[config.mk]
export PLATFORM = sky130hd
export DESIGN_NAME = vda_lane
export DESIGN_NICKNAME = d
export VERILOG_FILES = /design/src/design/vda_pkg.sv /design/src/design/vda_lane.sv
export SDC_FILE = /design/constraint.sdc
export NUM_CORES = 2
export LEC_CHECK = 0
export BUFFER_PORTS_ARGS = -buffer_cell sky130_fd_sc_hd__buf_2
export CAP_MARGIN = 20
export CORE_ASPECT_RATIO = 0.5
export CORE_UTILIZATION = 65
export CTS_BUF_LIST = sky130_fd_sc_hd__clkbuf_16
export DETAILED_ROUTE_END_ITERATION = 8
export GPL_ROUTABILITY_DRIVEN = 0
export GPL_TIMING_DRIVEN = 0
export PLACE_DENSITY_LB_ADDON = 0.08
export SLEW_MARGIN = 20
export SYNTH_ARGS = -nofsm -noshare
export SYNTH_HDL_FRONTEND = slang
export SYNTH_SLANG_ARGS = --single-unit
[constraint.sdc]
create_clock -name clk -period 12.5 [get_ports clk]
set_clock_uncertainty 0.1 [all_clocks]
set_input_delay 1.875 -clock clk [delete_from_list [all_inputs] [get_ports clk]]
set_output_delay 1.875 -clock clk [all_outputs]
set_load 0.02 [all_outputs]
[src/design/vda_pkg.sv]
// vda_pkg: shared types, constants and width helpers for the activity detector
// holds the payload structs, register indexes, reset values and pipeline control types
// no dependencies
package vda_pkg;

	localparam int SAMPLE_WIDTH = 16;
	localparam int GUARD_BITS_DEFAULT = 8;
	localparam int CFG_W = 16;
	localparam int CFG_IDX_W = 2;
	localparam int INT_BITS = 4;

	localparam logic [CFG_IDX_W-1:0] REG_SMOOTHING_WEIGHT = 2'd0;
	localparam logic [CFG_IDX_W-1:0] REG_ACTIVITY_THRESHOLD = 2'd1;

	localparam logic [CFG_W-1:0] SMOOTHING_WEIGHT_RESET = 16'd6554;
	localparam logic [CFG_W-1:0] ACTIVITY_THRESHOLD_RESET = 16'd819;

	typedef struct packed {
		logic signed [SAMPLE_WIDTH-1:0] accel_x;
		logic signed [SAMPLE_WIDTH-1:0] accel_y;
		logic signed [SAMPLE_WIDTH-1:0] accel_z;
		logic                           last_in_batch;
	} sample_t;

	typedef struct packed {
		logic repetition_done;
		logic is_active;
	} result_t;

	// per-lane stage enables
	typedef struct packed {
		logic load;
		logic s1;
		logic s2;
	} pipe_ctrl_t;

	// item waiting in the merge stage
	typedef struct packed {
		logic valid;
		logic last;
	} merge_req_t;

	typedef enum logic {
		ST_RESTING = 1'b0,
		ST_ACTIVE  = 1'b1
	} act_state_t;

	// squared magnitude per axis, wraps at 64 bits
	function automatic int sq_width(input int guard_bits);
		int full;
		full = 2 * (SAMPLE_WIDTH + guard_bits + 1);
		return (full > 64) ? 64 : full;
	endfunction

	// sum of three squares, wraps at 64 bits
	function automatic int sum_width(input int guard_bits);
		int full;
		full = sq_width(guard_bits) + 2;
		return (full > 64) ? 64 : full;
	endfunction

endpackage

[src/design/vda_lane.sv]
// vda_lane: one axis of the detector, gravity tracking and squared dynamic magnitude
// three pipeline steps: weighted difference, gravity update with remainder, square
// depends on vda_pkg
module vda_lane #(
	parameter int GUARD_BITS = vda_pkg::GUARD_BITS_DEFAULT,
	parameter bit IS_VERTICAL = 1'b0
) (
	input  logic                                          clk,
	input  logic                                          arst_n,
	input  vda_pkg::pipe_ctrl_t                           ctrl,
	input  logic signed [vda_pkg::SAMPLE_WIDTH-1:0]       sample,
	input  logic [vda_pkg::CFG_W-1:0]                     alpha,
	output logic [vda_pkg::sq_width(GUARD_BITS)-1:0]      sq_s3
);

	localparam int SW = vda_pkg::SAMPLE_WIDTH;
	localparam int G_W = SW + GUARD_BITS;
	localparam int D_W = G_W + 1;
	localparam int P_W = D_W + vda_pkg::CFG_W + 1;
	localparam int R_W = P_W - vda_pkg::CFG_W;
	localparam int S_W = R_W + 1;
	localparam int SQ_W = vda_pkg::sq_width(GUARD_BITS);
	localparam int FRAC_BITS = SW - vda_pkg::INT_BITS + GUARD_BITS;
	localparam logic signed [G_W-1:0] GRAV_ONE = G_W'(1) << FRAC_BITS;
	localparam logic signed [G_W-1:0] GRAV_RESET = IS_VERTICAL ? GRAV_ONE : '0;
	localparam logic signed [P_W-1:0] ROUND_HALF = P_W'(1) << (vda_pkg::CFG_W - 1);

	logic signed [G_W-1:0] grav_q;
	logic signed [G_W-1:0] a_ext;
	logic signed [D_W-1:0] diff;
	logic signed [P_W-1:0] prod;
	logic signed [P_W-1:0] prod_s1;
	logic signed [SW-1:0]  sample_s1;

	logic signed [P_W-1:0] rounded;
	logic signed [R_W-1:0] step;
	logic signed [S_W-1:0] gsum;
	logic signed [G_W-1:0] grav_next;
	logic signed [G_W-1:0] a_ext_s1;
	logic signed [D_W-1:0] remainder;
	logic [D_W-1:0]        mag;
	logic [D_W-1:0]        mag_s2;
	logic [2*D_W-1:0]      sq_full;

	// step 1: alpha times (sample - gravity)
	assign a_ext = G_W'(sample) <<< GUARD_BITS;
	assign diff = D_W'(a_ext) - D_W'(grav_q);
	assign prod = P_W'(diff) * P_W'($signed({1'b0, alpha}));

	// step 2: rounded update, saturated to the gravity width
	assign rounded = prod_s1 + ROUND_HALF;
	assign step = R_W'(rounded >>> vda_pkg::CFG_W);
	assign gsum = S_W'(grav_q) + S_W'(step);

	always_comb begin
		if (gsum[S_W-1:G_W-1] == '0 || gsum[S_W-1:G_W-1] == '1) begin
			grav_next = gsum[G_W-1:0];
		end else if (gsum[S_W-1]) begin
			grav_next = {1'b1, {(G_W-1){1'b0}}};
		end else begin
			grav_next = {1'b0, {(G_W-1){1'b1}}};
		end
	end

	assign a_ext_s1 = G_W'(sample_s1) <<< GUARD_BITS;
	assign remainder = D_W'(a_ext_s1) - D_W'(grav_next);
	assign mag = remainder[D_W-1] ? unsigned'(-remainder) : unsigned'(remainder);

	// step 3: square
	assign sq_full = mag_s2 * mag_s2;

	always_ff @(posedge clk or negedge arst_n) begin
		if (!arst_n) begin
			grav_q <= GRAV_RESET;
		end else if (ctrl.s1) begin
			grav_q <= grav_next;
		end
	end

	always_ff @(posedge clk) begin
		if (ctrl.load) begin
			prod_s1 <= prod;
			sample_s1 <= sample;
		end
		if (ctrl.s1) begin
			mag_s2 <= mag;
		end
		if (ctrl.s2) begin
			sq_s3 <= sq_full[SQ_W-1:0];
		end
	end

endmodule

# Word-level counts from Yosys, hierarchy flattened
# Cells that the tools add are included.
[totals]
romBits = 0
inputBits = 37
ramBits = 0
latchBits = 0
n_memories = 0
register_bits = 157
[classes]
shifts = 0
reduce_logical = 2
muxes = 3
mul = 2
n_div = 0
n_eq_ne = 1
n_lt_le_gt_ge = 0
n_addsub = 5
n_bitwise = 0
[ops]
columns = ["operator", "count"]
rows = [
  ["$mux 24", 3],
  ["$mul 25x25->50", 1],
  ["$sub 24x24->25", 2],
  ["$add 42x17->42 const B", 1],
  ["$mul 25x17->42", 1],
  ["$add 24x26->27", 1],
  ["$neg 25->25", 1],
  ["$eq 4x4->1 const B", 1],
  ["$logic_not 4->1", 1],
  ["$logic_or 1x1->1", 1],
]

# Longest topological paths before layout
[depth]
ltp_word = 8
depth_mapped = 42
mapped_depth_nobuf = 40

# Least setup slack after synthesis
# OpenSTA, ideal clock, no wires.
[synth_timing]
kind = "input-to-reg"
from = "in sample[0] (netlist name)"
to = "reg prod_s1[41], data pin"
stages = 38
arrival_ns = 10.858
path_buffers = 1
slack_ns = 1.282
path_cell_list = "ha_1 > a41oi_1 > o21bai_1 > a21o_1 > a21o_1 > a21o_1 > a21o_1 > a31o_2 > and2_1 > o21a_1 > nor2_1 > xnor2_1 > clkbuf_1 > nand2_1 > fa_1 > fa_1 > fa_1 > inv_1 > (+2 left out) > inv_1 > fa_1 > inv_1 > ha_1 > a21o_1 > a21o_1 > a21o_1 > a21o_1 > a21oi_1 > nor2_1 > a2111oi_0 > o21ai_0 > a31o_2 > a21o_1 > a41o_1 > o41ai_1 > o21bai_1 > xnor2_1"
[synth_via]
elab_chain_len = 2
[synth_rtl]
columns = ["item", "line_no", "source"]
rows = [
  ["start: declaration", "vda_lane.sv:11", "input logic signed [vda_pkg::SAMPLE_WIDTH-1:0] sample,"],
  ["$sub 24x24->25", "vda_lane.sv:47", "assign diff = D_W'(a_ext) - D_W'(grav_q);"],
  ["$mul 25x17->42", "vda_lane.sv:48", "assign prod = P_W'(diff) * P_W'($signed({1'b0, alpha}));"],
  ["via prod[41]", "vda_lane.sv:31", "logic signed [P_W-1:0] prod;"],
  ["end signal: assignment", "vda_lane.sv:82", "prod_s1 <= prod;"],
  ["end: declaration", "vda_lane.sv:32", "logic signed [P_W-1:0] prod_s1;"],
]
# The timed path passes the listed nets, and every way through them passes these cells.
# A chain may end at the register's enable or synchronous reset.

# Worst setup path in the final report
# Ends and elaborated chain as after synthesis.

==> metrics.txt <==
# TYPE chip_impl_metric gauge
chip_impl_info{name="critical_path_class",value="primary input to flip-flop"} 1
chip_impl_metric{name="max-cap-violations",unit=""} 0
chip_impl_metric{name="crit_path_max_incr_delay",unit="ns"} 0.66
chip_impl_info{name="critical_path.most_common_cell",value="sky130_fd_sc_hd__fa_1"} 1
chip_impl_info{name="cp_slowest_cell",value="sky130_fd_sc_hd__a2111oi_2"} 1
chip_impl_info{name="critical_path_end_type",value="flip-flop"} 1
chip_impl_metric{name="seq_area_frac_synth",unit="%"} 10.24
chip_impl_metric{name="netlist_instances",unit=""} 4297
chip_impl_metric{name="first_global_vias",unit=""} 31490
chip_impl_metric{name="initial_core_util",unit="%"} 65.76
chip_impl_metric{name="post_drt_via_cell_ratio",unit=""} 5.640
chip_impl_metric{name="die_height",unit="µm"} 177.8
chip_impl_metric{name="synthesized_area_fraction_occupied_by_ao_oa_aoi_and_oai_cells",unit="%"} 7.234
chip_impl_metric{name="core",unit="mm²"} 0.06110
chip_impl_metric{name="grt_overflow_total",unit=""} 0
chip_impl_metric{name="final_hold_vios",unit=""} 0
chip_impl_metric{name="post_route_cells_drive_above_1_share",unit="%"} 3.989
chip_impl_metric{name="timing.slew.headroom",unit="%"} 23.24
chip_impl_metric{name="synth_warnings",unit=""} 0
chip_impl_metric{name="std_cell_rows",unit=""} 64
chip_impl_metric{name="netlist_area",unit="mm²"} 0.04018
chip_impl_metric{name="port_buffers",unit=""} 82
chip_impl_info{name="postSynth.topFlopCell",value="sky130_fd_sc_hd__edfxtp_1"} 1
chip_impl_info{name="highest_layer",value="met5"} 1
chip_impl_metric{name="clockBufferDepth",unit=""} 2
chip_impl_metric{name="synthToLayoutAreaGrowth",unit="%"} 5.297
chip_impl_metric{name="post_synth_xor_area_fraction",unit="%"} 4.222
chip_impl_metric{name="finalWorstSetupSlack",unit="ns"} 0.5794
chip_impl_metric{name="postCtsSetupBuffers",unit=""} 0
chip_impl_metric{name="post_route_cell_area",unit="mm²"} 0.04231
chip_impl_metric{name="grt_start_max_net_pins",unit=""} 50
chip_impl_metric{name="post-dp-hpwl",unit="µm"} 86510
chip_impl_metric{name="synth_cell_type_count",unit=""} 88
chip_impl_metric{name="synth_adder_area_share",unit="%"} 53.42
chip_impl_metric{name="timing.critical_path.required",unit="ns"} 12.62
chip_impl_metric{name="placed_cell_area",unit="mm²"} 0.04163
chip_impl_metric{name="average_wire_per_standard_cell",unit="µm"} 20.04
chip_impl_metric{name="grt_use_total",unit="%"} 35.17
chip_impl_metric{name="routed-wl-met3",unit="µm"} 9101
chip_impl_metric{name="clock.fmax",unit="MHz"} 83.89
chip_impl_metric{name="numClockSinks",unit=""} 141
chip_impl_metric{name="period_share",unit="%"} 95.36
chip_impl_metric{name="io_pins",unit=""} 87
chip_impl_metric{name="met1_routed_wirelength_after_detailed_routing",unit="µm"} 41250
chip_impl_info{name="largest_family_of_logic_cells_by_synthesized_area",value="adder cells"} 1
chip_impl_metric{name="grt_first_pass_wirelength",unit="µm"} 168400
chip_impl_metric{name="worstSkewPairLatency",unit="ns"} 0.49
chip_impl_metric{name="met2_length",unit="µm"} 50190
chip_impl_metric{name="final_period_minus_worst_setup_slack",unit="ns"} 11.92
chip_impl_metric{name="slew_viol_final",unit=""} 0
chip_impl_metric{name="cts.repair.resized",unit=""} 1
chip_impl_metric{name="share_of_synthesized_cell_area_in_and_or_nand_and_nor_gates",unit="%"} 13.35
chip_impl_metric{name="cts_buffers",unit=""} 17
chip_impl_metric{name="ant_nets",unit=""} 0
chip_impl_metric{name="crit_path_max_fanout",unit=""} 10
chip_impl_metric{name="h_tree_lvls",unit=""} 4
chip_impl_metric{name="worst-slew-pin-transition",unit="ns"} 1.148
chip_impl_metric{name="floorplan.die_area",unit="mm²"} 0.06288
chip_impl_metric{name="cp.arrival",unit="ns"} 12.04
chip_impl_metric{name="detailedRoute.firstIterationViolations",unit=""} 2220
chip_impl_metric{name="drtPass1Iterations",unit=""} 7
chip_impl_info{name="tritoncts",value="built"} 1
chip_impl_metric{name="hold_buffers",unit=""} 0
chip_impl_metric{name="clkTransAtPathRegs",unit="ns"} 0.08
chip_impl_metric{name="die_width",unit="µm"} 353.6
chip_impl_metric{name="synth.ff_latch_count",unit=""} 141
chip_impl_info{name="violations",value="design-rule violations"} 1
chip_impl_metric{name="fin_worst_hold_slack",unit="ns"} 0.4762
chip_impl_metric{name="final_nets",unit=""} 5636
chip_impl_info{name="grt_setup_unrepaired",value="no"} 1
chip_impl_info{name="clock-root-buffer",value="sky130_fd_sc_hd__clkbuf_16"} 1
chip_impl_metric{name="avgSynthCellArea",unit="µm²"} 9.351
chip_impl_metric{name="timing.final.setup_violations",unit=""} 0
chip_impl_metric{name="detailroute.via_count",unit=""} 29570
chip_impl_metric{name="syn_nets",unit=""} 5534
chip_impl_metric{name="synth-async-reset-ratio",unit="%"} 17.02
chip_impl_metric{name="antenna_found_initial",unit=""} 2
chip_impl_info{name="outcome",value="complete, but fails checks"} 1
chip_impl_metric{name="wirelength",unit="µm"} 105100
chip_impl_metric{name="synth-edff-count",unit=""} 117
chip_impl_metric{name="muxShareOfSynthArea",unit="%"} 0.1028
chip_impl_metric{name="post-place-ws",unit="ns"} -0.4718
chip_impl_info{name="start_kind",value="primary input"} 1
chip_impl_metric{name="detail_route.drc_violations",unit=""} 3
chip_impl_info{name="holdCritPathClass",value="flip-flop to flip-flop"} 1
==> sequential cells by signal, indices dropped and copies added, names as in the netlist <==
| register | flops |
|---|---|
| sq_s3 | 49 |
| prod_s1 | 27 |
| mag_s2 | 25 |
| grav_q | 24 |
| sample_s1 | 16 |
==> worst paths after layout <==
check | startpoint | end | slack [ns] | cells past startpoint
hold / removal | grav_q[17]$_DFFE_PN0P_ | grav_q[17]$_DFFE_PN0P_ | 0.48 | 2
max in group asynchronous | arst_n | grav_q[6]$_DFFE_PN0P_ | 10.61 | 1
hold reg to reg | grav_q[17]$_DFFE_PN0P_ | grav_q[17]$_DFFE_PN0P_ | 0.48 | 2
setup / recovery | sample[0] | prod_s1[41]$_DFFE_PP_ | 0.58 | 37
setup reg to reg | grav_q[0]$_DFFE_PN0P_ | prod_s1[41]$_DFFE_PP_ | 0.74 | 39
min in group asynchronous | arst_n | grav_q[22]$_DFFE_PN0P_ | 1.28 | 1
==> logic make-up (layout without fill, tap and decap cells) <==
family | Yosys count | count (layout)
compound gates | 429 | 429
xor+xnor | 192 | 192
fa+ha+maj | 1206 | 1206
buf+inv | 1218 | 1333
flops | 141 | 141
mux | 4 | 4
other cells | 1 | 6
simple gates | 1106 | 1106
==> layout make-up <==
cell class / instances / area [µm²]
Multi-Input combinational cell: 2938 / 31530
Clock buffer: 17 / 425.4
Antenna cell: 5 / 12.51
Tap cell: 825 / 1032
Buffer: 138 / 545.5
Inverter: 1080 / 4054
Sequential cell: 141 / 4114
Fill cell: 4884 / 18790
Clock inverter: 15 / 176.4
Timing Repair Buffer: 83 / 417.9
==> through the flow <==
step                instances  util (%)  setup TNS [ns]
floorplan                4297         -               0
global placement         5204     68.13          -2.028
detailed placement       5204     68.14         -0.9266
CTS                      5236     69.13               0
global route             5237     69.23               0
finish                   5242     69.25               0
==> layer usage <==
| metal | vias to the layer above | global-route usage, % |
|---|---|---|
| li1 | 13200 | - |
| met1 | 14860 | 44.37 |
| met2 | 1222 | 59.48 |
| met3 | 282 | 7.856 |
| met4 | 2 | 13.71 |
| met5 | - | 0 |
==> cell usage after synthesis (all sizes together) (57+ instances only) <==
cell | count | share of area [%]
a21o | 64 | 1.2
a21oi | 139 | 1.7
and2 | 319 | 5.0
clkbuf | 127 | 1.2
edfxtp | 117 | 8.7
fa | 851 | 42
ha | 349 | 11
inv | 1075 | 10
nand2 | 430 | 4.0
nor2 | 177 | 1.7
xnor2 | 135 | 3.0
xor2 | 57 | 1.2
==> layout by cell type (no fill, tap or decap), types with 9 or more instances in the layout <==
cell type / Yosys / routed
sky130_fd_sc_hd__a31oi_1: 23 / 23
sky130_fd_sc_hd__nand4_1: 14 / 14
sky130_fd_sc_hd__buf_2: 5 / 87
sky130_fd_sc_hd__dfrtp_1: 24 / 24
sky130_fd_sc_hd__inv_1: 1074 / 1074
sky130_fd_sc_hd__fa_1: 851 / 851
sky130_fd_sc_hd__a21oi_1: 139 / 139
sky130_fd_sc_hd__nand2_1: 430 / 430
sky130_fd_sc_hd__o21a_1: 33 / 33
sky130_fd_sc_hd__nand2b_1: 16 / 16
sky130_fd_sc_hd__o21ai_0: 50 / 50
sky130_fd_sc_hd__and3_1: 22 / 22
sky130_fd_sc_hd__nor3_1: 36 / 36
sky130_fd_sc_hd__clkbuf_1: 127 / 122
sky130_fd_sc_hd__nor2_1: 177 / 177
sky130_fd_sc_hd__xnor2_1: 133 / 129
sky130_fd_sc_hd__and2_1: 319 / 319
sky130_fd_sc_hd__edfxtp_1: 117 / 117
sky130_fd_sc_hd__nand3_1: 37 / 37
sky130_fd_sc_hd__o211ai_1: 9 / 9
sky130_fd_sc_hd__a21o_1: 64 / 64
sky130_fd_sc_hd__xor2_1: 57 / 55
sky130_fd_sc_hd__clkbuf_16: 0 / 17
sky130_fd_sc_hd__ha_1: 349 / 349
sky130_fd_sc_hd__nor2b_1: 22 / 22
sky130_fd_sc_hd__o21bai_1: 19 / 19
==> worst max-delay path, delay by kind of cell <==
| kind | cells | cell delay [ns] |
|---|---|---|
| compound gates | 18 | 4.63 |
| xor+xnor | 2 | 0.48 |
| fa+ha+maj | 8 | 3.72 |
| buf+inv | 5 | 0.67 |
| simple gates | 4 | 0.61 |
Power is not shown: default switching activity piles up to over one toggle a cycle in this logic, so the estimate is an artifact.
