===== src/design/vda_pkg.sv =====
// vda_pkg: shared types, constants and width helpers for the activity detector
// holds the payload structs, register indexes, reset values and pipeline control types
// no dependencies
package vda_pkg;

	localparam int SAMPLE_WIDTH = 16;
	localparam int GUARD_BITS_DEFAULT = 8;
	localparam int CFG_W = 16;
	localparam int CFG_IDX_W = 2;
	localparam int INT_BITS = 4;

	localparam logic [CFG_IDX_W-1:0] REG_SMOOTHING_WEIGHT = 2'd0;
	localparam logic [CFG_IDX_W-1:0] REG_ACTIVITY_THRESHOLD = 2'd1;

	localparam logic [CFG_W-1:0] SMOOTHING_WEIGHT_RESET = 16'd6554;
	localparam logic [CFG_W-1:0] ACTIVITY_THRESHOLD_RESET = 16'd819;

	typedef struct packed {
		logic signed [SAMPLE_WIDTH-1:0] accel_x;
		logic signed [SAMPLE_WIDTH-1:0] accel_y;
		logic signed [SAMPLE_WIDTH-1:0] accel_z;
		logic                           last_in_batch;
	} sample_t;

	typedef struct packed {
		logic repetition_done;
		logic is_active;
	} result_t;

	// per-lane stage enables
	typedef struct packed {
		logic load;
		logic s1;
		logic s2;
	} pipe_ctrl_t;

	// item waiting in the merge stage
	typedef struct packed {
		logic valid;
		logic last;
	} merge_req_t;

	typedef enum logic {
		ST_RESTING = 1'b0,
		ST_ACTIVE  = 1'b1
	} act_state_t;

	// squared magnitude per axis, wraps at 64 bits
	function automatic int sq_width(input int guard_bits);
		int full;
		full = 2 * (SAMPLE_WIDTH + guard_bits + 1);
		return (full > 64) ? 64 : full;
	endfunction

	// sum of three squares, wraps at 64 bits
	function automatic int sum_width(input int guard_bits);
		int full;
		full = sq_width(guard_bits) + 2;
		return (full > 64) ? 64 : full;
	endfunction

endpackage


===== src/design/vda_merge.sv =====
// vda_merge: sums the lane squares, runs the resting/active machine and the batch flag
// also holds the result register toward the output channel
// depends on vda_pkg
module vda_merge #(
	parameter int GUARD_BITS = vda_pkg::GUARD_BITS_DEFAULT
) (
	input  logic                                     clk,
	input  logic                                     arst_n,
	input  vda_pkg::merge_req_t                      req,
	input  logic [vda_pkg::sq_width(GUARD_BITS)-1:0] sq_x,
	input  logic [vda_pkg::sq_width(GUARD_BITS)-1:0] sq_y,
	input  logic [vda_pkg::sq_width(GUARD_BITS)-1:0] sq_z,
	input  logic [vda_pkg::CFG_W-1:0]                threshold,
	input  logic                                     out_stall,
	output logic                                     fire,
	output logic                                     out_valid,
	output vda_pkg::result_t                         out_data
);

	localparam int SUM_W = vda_pkg::sum_width(GUARD_BITS);
	localparam int TH_W = vda_pkg::CFG_W + GUARD_BITS;

	vda_pkg::act_state_t state_q;
	vda_pkg::act_state_t state_next;

	logic [SUM_W-1:0]  total;
	logic [TH_W-1:0]   th;
	logic [2*TH_W-1:0] th2_q;
	logic [SUM_W-1:0]  th2_ext;
	logic              above;
	logic              below;
	logic              rep_event;
	logic              rep_q;
	logic              rep_next;

	assign total = SUM_W'(sq_x) + SUM_W'(sq_y) + SUM_W'(sq_z);
	assign th = TH_W'(threshold) << GUARD_BITS;
	assign th2_ext = SUM_W'(th2_q);
	assign above = total > th2_ext;
	assign below = total < th2_ext;

	// a last item needs the result register free or being emptied
	assign fire = req.valid && (!req.last || !out_valid || !out_stall);

	always_comb begin
		case (state_q)
			vda_pkg::ST_RESTING: state_next = above ? vda_pkg::ST_ACTIVE : vda_pkg::ST_RESTING;
			vda_pkg::ST_ACTIVE:  state_next = below ? vda_pkg::ST_RESTING : vda_pkg::ST_ACTIVE;
			default:             state_next = vda_pkg::ST_RESTING;
		endcase
	end

	always_comb begin
		rep_event = (state_q == vda_pkg::ST_ACTIVE) && below;
		rep_next = rep_q || rep_event;
	end

	always_ff @(posedge clk or negedge arst_n) begin
		if (!arst_n) begin
			state_q <= vda_pkg::ST_RESTING;
			rep_q <= 1'b0;
			out_valid <= 1'b0;
		end else begin
			if (fire) begin
				state_q <= state_next;
				rep_q <= req.last ? 1'b0 : rep_next;
			end
			if (fire && req.last) begin
				out_valid <= 1'b1;
			end else if (!out_stall) begin
				out_valid <= 1'b0;
			end
		end
	end

	always_ff @(posedge clk) begin
		th2_q <= th * th;
		if (fire && req.last) begin
			out_data.repetition_done <= rep_next;
			out_data.is_active <= (state_next == vda_pkg::ST_ACTIVE);
		end
	end

endmodule


===== config.mk =====
export PLATFORM = sky130hd
export DESIGN_NAME = vda_merge
export DESIGN_NICKNAME = d
export VERILOG_FILES = /design/src/design/vda_pkg.sv /design/src/design/vda_merge.sv
export SDC_FILE = /design/constraint.sdc
export NUM_CORES = 1
export LEC_CHECK = 0
export BUFFER_PORTS_ARGS = -buffer_cell sky130_fd_sc_hd__buf_2
export CAP_MARGIN = 10
export CORE_MARGIN = 2
export CORE_UTILIZATION = 30
export CTS_BUF_LIST = sky130_fd_sc_hd__clkbuf_2 sky130_fd_sc_hd__clkbuf_4 sky130_fd_sc_hd__clkbuf_8
export DETAILED_ROUTE_END_ITERATION = 12
export PLACE_DENSITY_LB_ADDON = 0.1
export SKIP_CTS_REPAIR_TIMING = 1
export SYNTH_ARGS = -nofsm -noshare
export SYNTH_HDL_FRONTEND = slang
export SYNTH_SLANG_ARGS = --single-unit

===== constraint.sdc =====
create_clock -name clk -period 7.3 [get_ports clk]
set_input_delay 1.46 -clock clk [delete_from_list [all_inputs] [get_ports clk]]
set_output_delay 1.46 -clock clk [all_outputs]
set_load 0.005 [all_outputs]

=== Word level (Yosys, flattened, before mapping) ===
Cells that the tools add are included.

* Add/subtract/negate cells: 2
* $mul: 1
* Magnitude comparators: 2
* Equal/unequal tests: 1
* Muxes and demuxes: 6
* Bitwise logic cells: 1
* Reductions and logical operators: 9

{| class="wikitable"
|+ Operators with widths
! kind !! number
|-
| $add A51 B50 Y52 || 1
|-
| $gt A52 B48 Y1 || 1
|-
| $lt A52 B48 Y1 || 1
|-
| $add A50 B50 Y51 || 1
|-
| $mul A16 B16 Y32 || 1
|-
| $mux W1 || 5
|-
| $logic_and A1 B1 Y1 || 3
|-
| $logic_not A1 Y1 || 3
|-
| $logic_or A1 B1 Y1 || 3
|-
| $ne A2 B1 Y1 const B || 1
|-
| $pmux W1 S2 || 1
|-
| $not A1 Y1 || 1
|}

* Register bits: 37
* Input bits: 171
* Output and inout bits: 4

=== Longest topological paths before layout ===
Gate-level depths: netlist of the first run.

* Depth in word-level cells: 6
* Mapped depth: 26
* Mapped depth without buffers: 25

=== Worst setup path after synthesis of the first run ===
No wires, ideal clock.

* Path type: input port to flip-flop
* Start: in threshold[10] (netlist bit)
* End: reg th2_q[47]
* Arrival: 7503 ps
* Data required time: 7204 ps
* Slack: -299 ps
* Cell stages on the path: 23
* Path through: clkbuf_1 inv_1 nor2_1 inv_1 fa_1 inv_1 fa_1 fa_1 fa_1 fa_1 inv_1 fa_1 inv_1 ha_1 and4_1 and3_1 a22oi_1 a211oi_1 or2_2 a221o_1 o41ai_2 mux2i_1 nor4b_1

* Longest elaborated chain between the ends: 1

{| class="wikitable"
|+ Ends and longest elaborated chain
! element !! line !! RTL
|-
| from (decl) || vda_merge.sv:13 || <nowiki>input logic [vda_pkg::CFG_W-1:0] threshold,</nowiki>
|-
| $mul A16 B16 Y32 || vda_merge.sv:77 || <nowiki>th2_q <= th * th;</nowiki>
|-
| to (signal assigned) || vda_merge.sv:77 ||
|-
| to (decl) || vda_merge.sv:28 || <nowiki>logic [2*TH_W-1:0] th2_q;</nowiki>
|}

Every way passes these cells.
A chain may end at the register's enable or synchronous reset.

=== Final worst setup path of the first run ===
* Start: in sq_z[1] (netlist bit)
* End: reg state_q

* Longest elaborated chain between the ends: 4
* Elaborated cells on any way between the ends: 6
* Those cells by class: add/sub: 1; order compare: 2; mux: 3

{| class="wikitable"
|+ Ends and longest elaborated chain
! element !! line !! RTL
|-
| from (decl) || vda_merge.sv:12 || <nowiki>input logic [vda_pkg::sq_width(GUARD_BITS)-1:0] sq_z,</nowiki>
|-
| $add A51 B50 Y52 * || vda_merge.sv:36 || <nowiki>assign total = SUM_W'(sq_x) + SUM_W'(sq_y) + SUM_W'(sq_z);</nowiki>
|-
| $lt A52 B48 Y1 or $gt A52 B48 Y1 (tied branches) || vda_merge.sv:40, vda_merge.sv:39 ||
|-
| $mux W1, on equally long branches || vda_merge.sv:48, vda_merge.sv:47 ||
|-
| $pmux W1 S2 * || vda_merge.sv:46 || <nowiki>case (state_q)</nowiki>
|-
| net state_next || vda_merge.sv:24 || <nowiki>vda_pkg::act_state_t state_next;</nowiki>
|-
| to (signal assigned) || vda_merge.sv:60 || <nowiki>state_q <= vda_pkg::ST_RESTING;</nowiki>
|-
| to (signal assigned) || vda_merge.sv:65 || <nowiki>state_q <= state_next;</nowiki>
|-
| to (decl) || vda_merge.sv:23 || <nowiki>vda_pkg::act_state_t state_q;</nowiki>
|}

Mark *: on every way through the listed nets, which the timed path passes. The rest lies on a longest branch.

==> results_dict.tcl, run 1 <==
set metrics [dict create \
    post_drt_wl_per_cell_um 15.0 \
    synth-seq-area-share 0.0594 \
    crit_start "sq_z[1]" \
    rsz0062_at_grt "true" \
    holdWs_ns 0.516 \
    ys_warn_count 0 \
    grt_pass1_vias 11700 \
    antenna_found_initial 0 \
    critical_path_class "primary input to register" \
    place.detailed.hpwl_um 32700 \
    vias_per_cell 4.57 \
    crit_path_max_fanout 3 \
    fmax_ghz 0.137 \
    tightestPinTransition_ns 0.710 \
    pwr-share-clk 0.023 \
    r2r-start "th2_q[16]" \
    vias 10900 \
    synth_edf_count 2 \
    cts-buffers-inserted 5 \
    dieHeight_um 210 \
    io_buffers 174 \
    total_power_uw 7180 \
    place_congestion 0.852 \
    worstPathRequired_ns 7.50 \
    period_share 0.997 \
    grtUsageMet3 0.00745 \
    outcome "completed" \
    cts-root-buf "clkbuf_8" \
    p_per_area_mw_per_mm2 432 \
    diodes 0 \
    grt_start_max_net_pins 13 \
    p_leak_uw 0.00864 \
    cts.sinks 36 \
    fp.dieW_um 210 \
    p_int_uw 3760 \
    crit_family "simple AND/OR/NAND/NOR gates" \
    hp-class "register to register" \
    finalWorstPathRequiredPeriod_ns 7.28 \
    clk_path_buf_depth 2 \
    cts_tree "done" \
    synth_area_per_cell_um2 8.81 \
    initial_core_util 0.303 \
    dr.pass1.iters 5 \
    syn_to_final_growth_pct 30.5 \
    grt_pass1_wl_um 58300 \
    synth_top_area_frac 0.340 \
    p_sw_uw 3420 \
    core_mm2 0.0419 \
    ir_drop_mv 0.326 \
    grt_usage 0.164 \
    min-delay-start "out_valid" \
    drv_cap 0 \
    ios 175 \
    crit_arrival_ns 7.48 \
    ant_nets 0 \
    final_util 0.396 \
    synth-async-reset-ratio 0.0833 \
    setup_ws_ns 0.0217 \
    clkLatencyLatePin_ns 0.31 \
    synth-seq-cells 36 \
    ys.flop_type "dfxtp_1" \
    cp-end-kind "register" \
    finalSetupViolCount 0 \
    synth_area_mm2 0.0127 \
    seqPwrFrac 0.053 \
    layout-drive-gt1-share 0.280 \
    place_ws_ns -0.917 \
    slew_viol_final 0 \
    first_iter_violations 347 \
    grt_overflow 0 \
    met2_usage 0.294 \
    relSlewSlack 0.522 \
    synth_top_cell_by_area "fa_1" \
    rows 75 \
    final_hold_viol_count 0 \
    worst-path-buf-inv 3 \
    ys_types 66 \
    clock-skew-final_ns 0.00672 \
    switching_share 0.476 \
    syn_nets 2009 \
    crit_path_max_incr_delay_ns 0.56 \
    drt_drc_violations_left 0 \
    synthTopCellsByArea "fa_1, ha_1, inv_1" \
    syn_inst 1444 \
    dieArea_mm2 0.0441 \
    tns_ns 0 \
    pwr-share-comb 0.925 \
    cp_slowest_cell "fa_1" \
    startpoint_type "primary input" \
    grt_use_met1 0.221 \
    clk_pin_slew_ns 0.08 \
    wl_um 35700 \
    nFillCells 4366 \
    htreeDepth 2 \
    final_nets 2410 \
    busiest_layer "met2" \
]
## cell usage in the layout, fill, tap and decap left out, types with 6 or more instances in the layout
cell      synthesis  final
buf_6             0     10
buf_4             0    250
buf_2             1    161
o21a_1           14     14
nor2b_1          13     13
o21ai_0          40     35
a21oi_1          83     78
dfxtp_1          31     31
nand2_1         109    101
o21bai_1         14     13
o211ai_1          8      8
xnor2_1          57     57
xor2_1           17     17
nand2_2           0      8
inv_2             0      9
nand2b_1          6      6
clkbuf_8          0      6
a211oi_1          9      7
nand4_1          16     16
inv_1           287    277
and2_1           61     56
nand3_1          29     27
fa_1            216    211
a21o_1           40     40
and3_1           12     12
a31oi_1          13     11
nor3_1           18     15
ha_1            178    173
nor2_1           54     51
## power by group through the flow
stage / combinational [uW] / sequential [uW] / clock [uW]
after floorplan: 4230 / 376 / 0
after global placement: 6320 / 382 / 0
after detailed placement: 6350 / 383 / 0
after CTS: 6400 / 378 / 171
after global routing: 7580 / 387 / 177
final: 6640 / 377 / 162
## metal layers
metal	up-vias	share of wire	wire (um)
met4	0	0.013	478
li1	5544	-	-
met2	152	0.49	17500
met5	-	0	0
met3	24	0.020	711
met1	5185	0.48	17100
## cell type report
type	instances	area [um2]	share of cell area
clock buffers	6	82.6	0.00497
repair buffers	426	2890	0.174
multi-input cells	1089	11100	0.669
inverters	287	1080	0.0650
well taps	539	674	0.0406
clock inverters	2	13.8	0.000829
flip-flops and latches	36	756	0.0455
## tightest hold or removal path, stage by stage (launching register included)
cell     delay (ns)
dfrtp_1        0.37
nand2_1        0.06
nand2_1        0.05
## state kept, by name (all words and copies together), names as in the netlist
signal     count
state_q        1
out_data       2
out_valid      1
rep_q          1
th2_q         31
## cells in the mapped netlist (all sizes together) (3+ instances only)
library cell  count
fa              216
a21oi            83
o21bai           14
o21a             14
a2111o            3
or2               6
o21ai            40
xnor2            57
nor2b            13
ha              178
a211oi            9
nor4              5
nand2           109
a31oi            13
xor2             17
dfxtp            31
inv             287
nor2             54
a2111oi           5
or3               5
o211ai            8
nand3            29
clkbuf           31
nor3             18
o2111ai           7
a221oi            4
a21o             40
and3             12
or4               3
a211o             4
o31ai             5
dfrtp             3
a21boi            3
and2             61
nand4            16
nand2b            6
## path summary, 6_finish.rpt
| kind | to | slack [ns] | depth (start not counted) |
|---|---|---|---|
| max | state_q | 0.02 | 27 |
| min | out_valid | 0.52 | 2 |
| max reg2reg | state_q | 3.65 | 11 |
| min reg2reg | out_valid | 0.52 | 2 |
| max in group asynchronous | state_q | 6.25 | 1 |
| min in group asynchronous | out_valid | 0.94 | 1 |
## through the flow
| step | instances | area (um2) |
|---|---|---|
| 2_1_floorplan | 1444 | 12800 |
| 3_3_place_gp | 2360 | 16000 |
| 3_5_place_dp | 2360 | 16000 |
| 4_1_cts | 2368 | 16100 |
| 5_1_grt | 2385 | 16600 |
| 6_report | 2385 | 16600 |
## kinds of logic (layout without fill, tap and decap cells)
group                    after synthesis  after routing  synth area share
buffers and inverters                319            721            0.0942
adder cells (fa/ha/maj)              394            394             0.515
XOR/XNOR                              74             74            0.0509
flip-flops                            36             36            0.0594
AND/OR/NAND/NOR                      345            345             0.136
AO/OA/AOI/OAI                        272            272             0.141
multiplexers                           4              4           0.00364
(Power assumes the default switching activity.)
==> inputs of run 2 (changes only) <==
==> constraint.sdc (replaced) <==
create_clock -name clk -period 8.7 [get_ports clk]
set_input_delay 1.74 -clock clk [delete_from_list [all_inputs] [get_ports clk]]
set_output_delay 1.74 -clock clk [all_outputs]
set_load 0.005 [all_outputs]
==> results_dict.tcl, run 2 (synthesis gave the netlist of run 1 again) <==
set metrics [dict create \
    io_buffers 174 \
    vias_per_cell 4.70 \
    finalWorstPathRequiredPeriod_ns 8.28 \
    dp.cells 2146 \
    finalSetupViolCount 0 \
    final_common_cell "inv_1" \
    p_leak_uw 0.00740 \
    outcome "completed" \
    grt_pass1_wl_um 57500 \
    cp-end-kind "register" \
    clkLatencyLatePin_ns 0.30 \
    place_congestion 0.874 \
    cts-root-buf "clkbuf_8" \
    ios 175 \
    largest_register "th2_q" \
    relSlewSlack 0.588 \
    post_drt_wl_per_cell_um 16.3 \
    drt_drc_violations_left 0 \
    critical_path_class "primary input to register" \
    crit_arrival_ns 8.48 \
    layout-drive-gt1-share 0.135 \
    drv_cap 0 \
    reg2regPathDepth 12 \
    setup_ws_ns 0.417 \
    reg_top3 "th2_q: 31 flops, out_data: 2 flops" \
    final_nets 2179 \
    rows 75 \
    layout.cells.non_filler 2154 \
    startpoint_type "primary input" \
    dr.pass1.iters 4 \
    cts-buffers-inserted 5 \
    first_iter_violations 331 \
    final_hold_viol_count 0 \
    grt_overflow 0 \
    tightestPinTransition_ns 0.612 \
    cts_tree "done" \
    hp-class "register to register" \
    grt_start_max_net_pins 17 \
    antenna_found_initial 1 \
    vias 10100 \
    syn_to_final_growth_pct 13.2 \
    mostFrequentLayoutCells "inv_1, fa_1, ha_1" \
    grt_usage 0.163 \
    wl_um 35200 \
    fmax_ghz 0.121 \
    worstPathRequired_ns 8.90 \
    fp.dieW_um 210 \
    largest_reg_flops 31 \
    tns_ns 0 \
    ant_nets 0 \
    initial_core_util 0.303 \
    total_power_uw 4840 \
    holdWs_ns 0.500 \
    dieHeight_um 210 \
    place.detailed.hpwl_um 31800 \
    ir_drop_mv 0.264 \
    p_per_area_mw_per_mm2 336 \
    clock-skew-final_ns 0.00703 \
    crit_path_max_fanout 4 \
    whs_path_depth 2 \
    period_share 0.952 \
    cts.sinks 36 \
    place_ws_ns 0.101 \
    core_mm2 0.0419 \
    clk_path_buf_depth 2 \
    nFillCells 4414 \
    grt_pass1_vias 10900 \
    rsz0062_at_grt "false" \
    dieArea_mm2 0.0441 \
    htreeDepth 2 \
    slew_viol_final 0 \
    diodes 0 \
    clk_pin_slew_ns 0.08 \
]
==> run 2: stage by stage <==
step / utilization / cell area [um2]
final: 0.343 / 14400
after global routing: 0.343 / 14400
after CTS: 0.343 / 14400
after detailed placement: 0.341 / 14300
after global placement: 0.341 / 14300
after floorplan: - / 12700
==> run 2: critical path, cell delays in order <==
cell and delay [ns]:
buf_2 0.11, fa_1 0.56, ha_1 0.18, inv_1 0.05, fa_1 0.39, or2b_1 0.25
a21oi_1 0.31, o221ai_1 0.19, a2111oi_0 0.52, buf_4 0.20, o21ai_0 0.09, a31oi_1 0.31
nand3_1 0.20, nor2_1 0.15, nor2_1 0.06, xnor2_1 0.14, ha_1 0.30, nand4_1 0.12
nor3_1 0.19, buf_4 0.16, nand2_1 0.08, or4_1 0.53, a2111o_1 0.35, a2111o_1 0.36
nor4_2 0.20, a31oi_1 0.12, or3_4 0.33, mux2_4 0.26
==> run 2: area by class of cell <==
class | count | area [um2] | area share
clock buffers | 6 | 82.6 | 0.00573
clock inverters | 2 | 13.8 | 0.000956
inverters | 287 | 1080 | 0.0748
multi-input cells | 1089 | 10800 | 0.748
flip-flops and latches | 36 | 756 | 0.0525
well taps | 539 | 674 | 0.0468
repair buffers | 195 | 1030 | 0.0714
==> run 2: routing by layer <==
metal	vias to the layer above	part of all wire	GRT usage
met5	-	0	0
met4	0	0.021	0.0386
met3	32	0.028	0.00983
met2	174	0.48	0.284
met1	4839	0.48	0.222
li1	5076	-	-
==> run 2: path summary, 6_finish.rpt <==
kind	startpoint	endpoint	slack, ns
worst min-delay path	out_valid	out_valid	0.50
max in group asynchronous	arst_n	rep_q	7.38
worst max-delay path	sq_x[1]	state_q	0.42
worst min register to register	out_valid	out_valid	0.50
worst max register to register	th2_q[25]	state_q	5.00
min in group asynchronous	arst_n	out_valid	1.21
==> run 2: where the power goes <==
group	internal, uW	switching [uW]	leakage (uW)
logic	1920	2470	0.00704
registers	298	18.7	0.000314
clock network	64.5	69.7	0.0000477
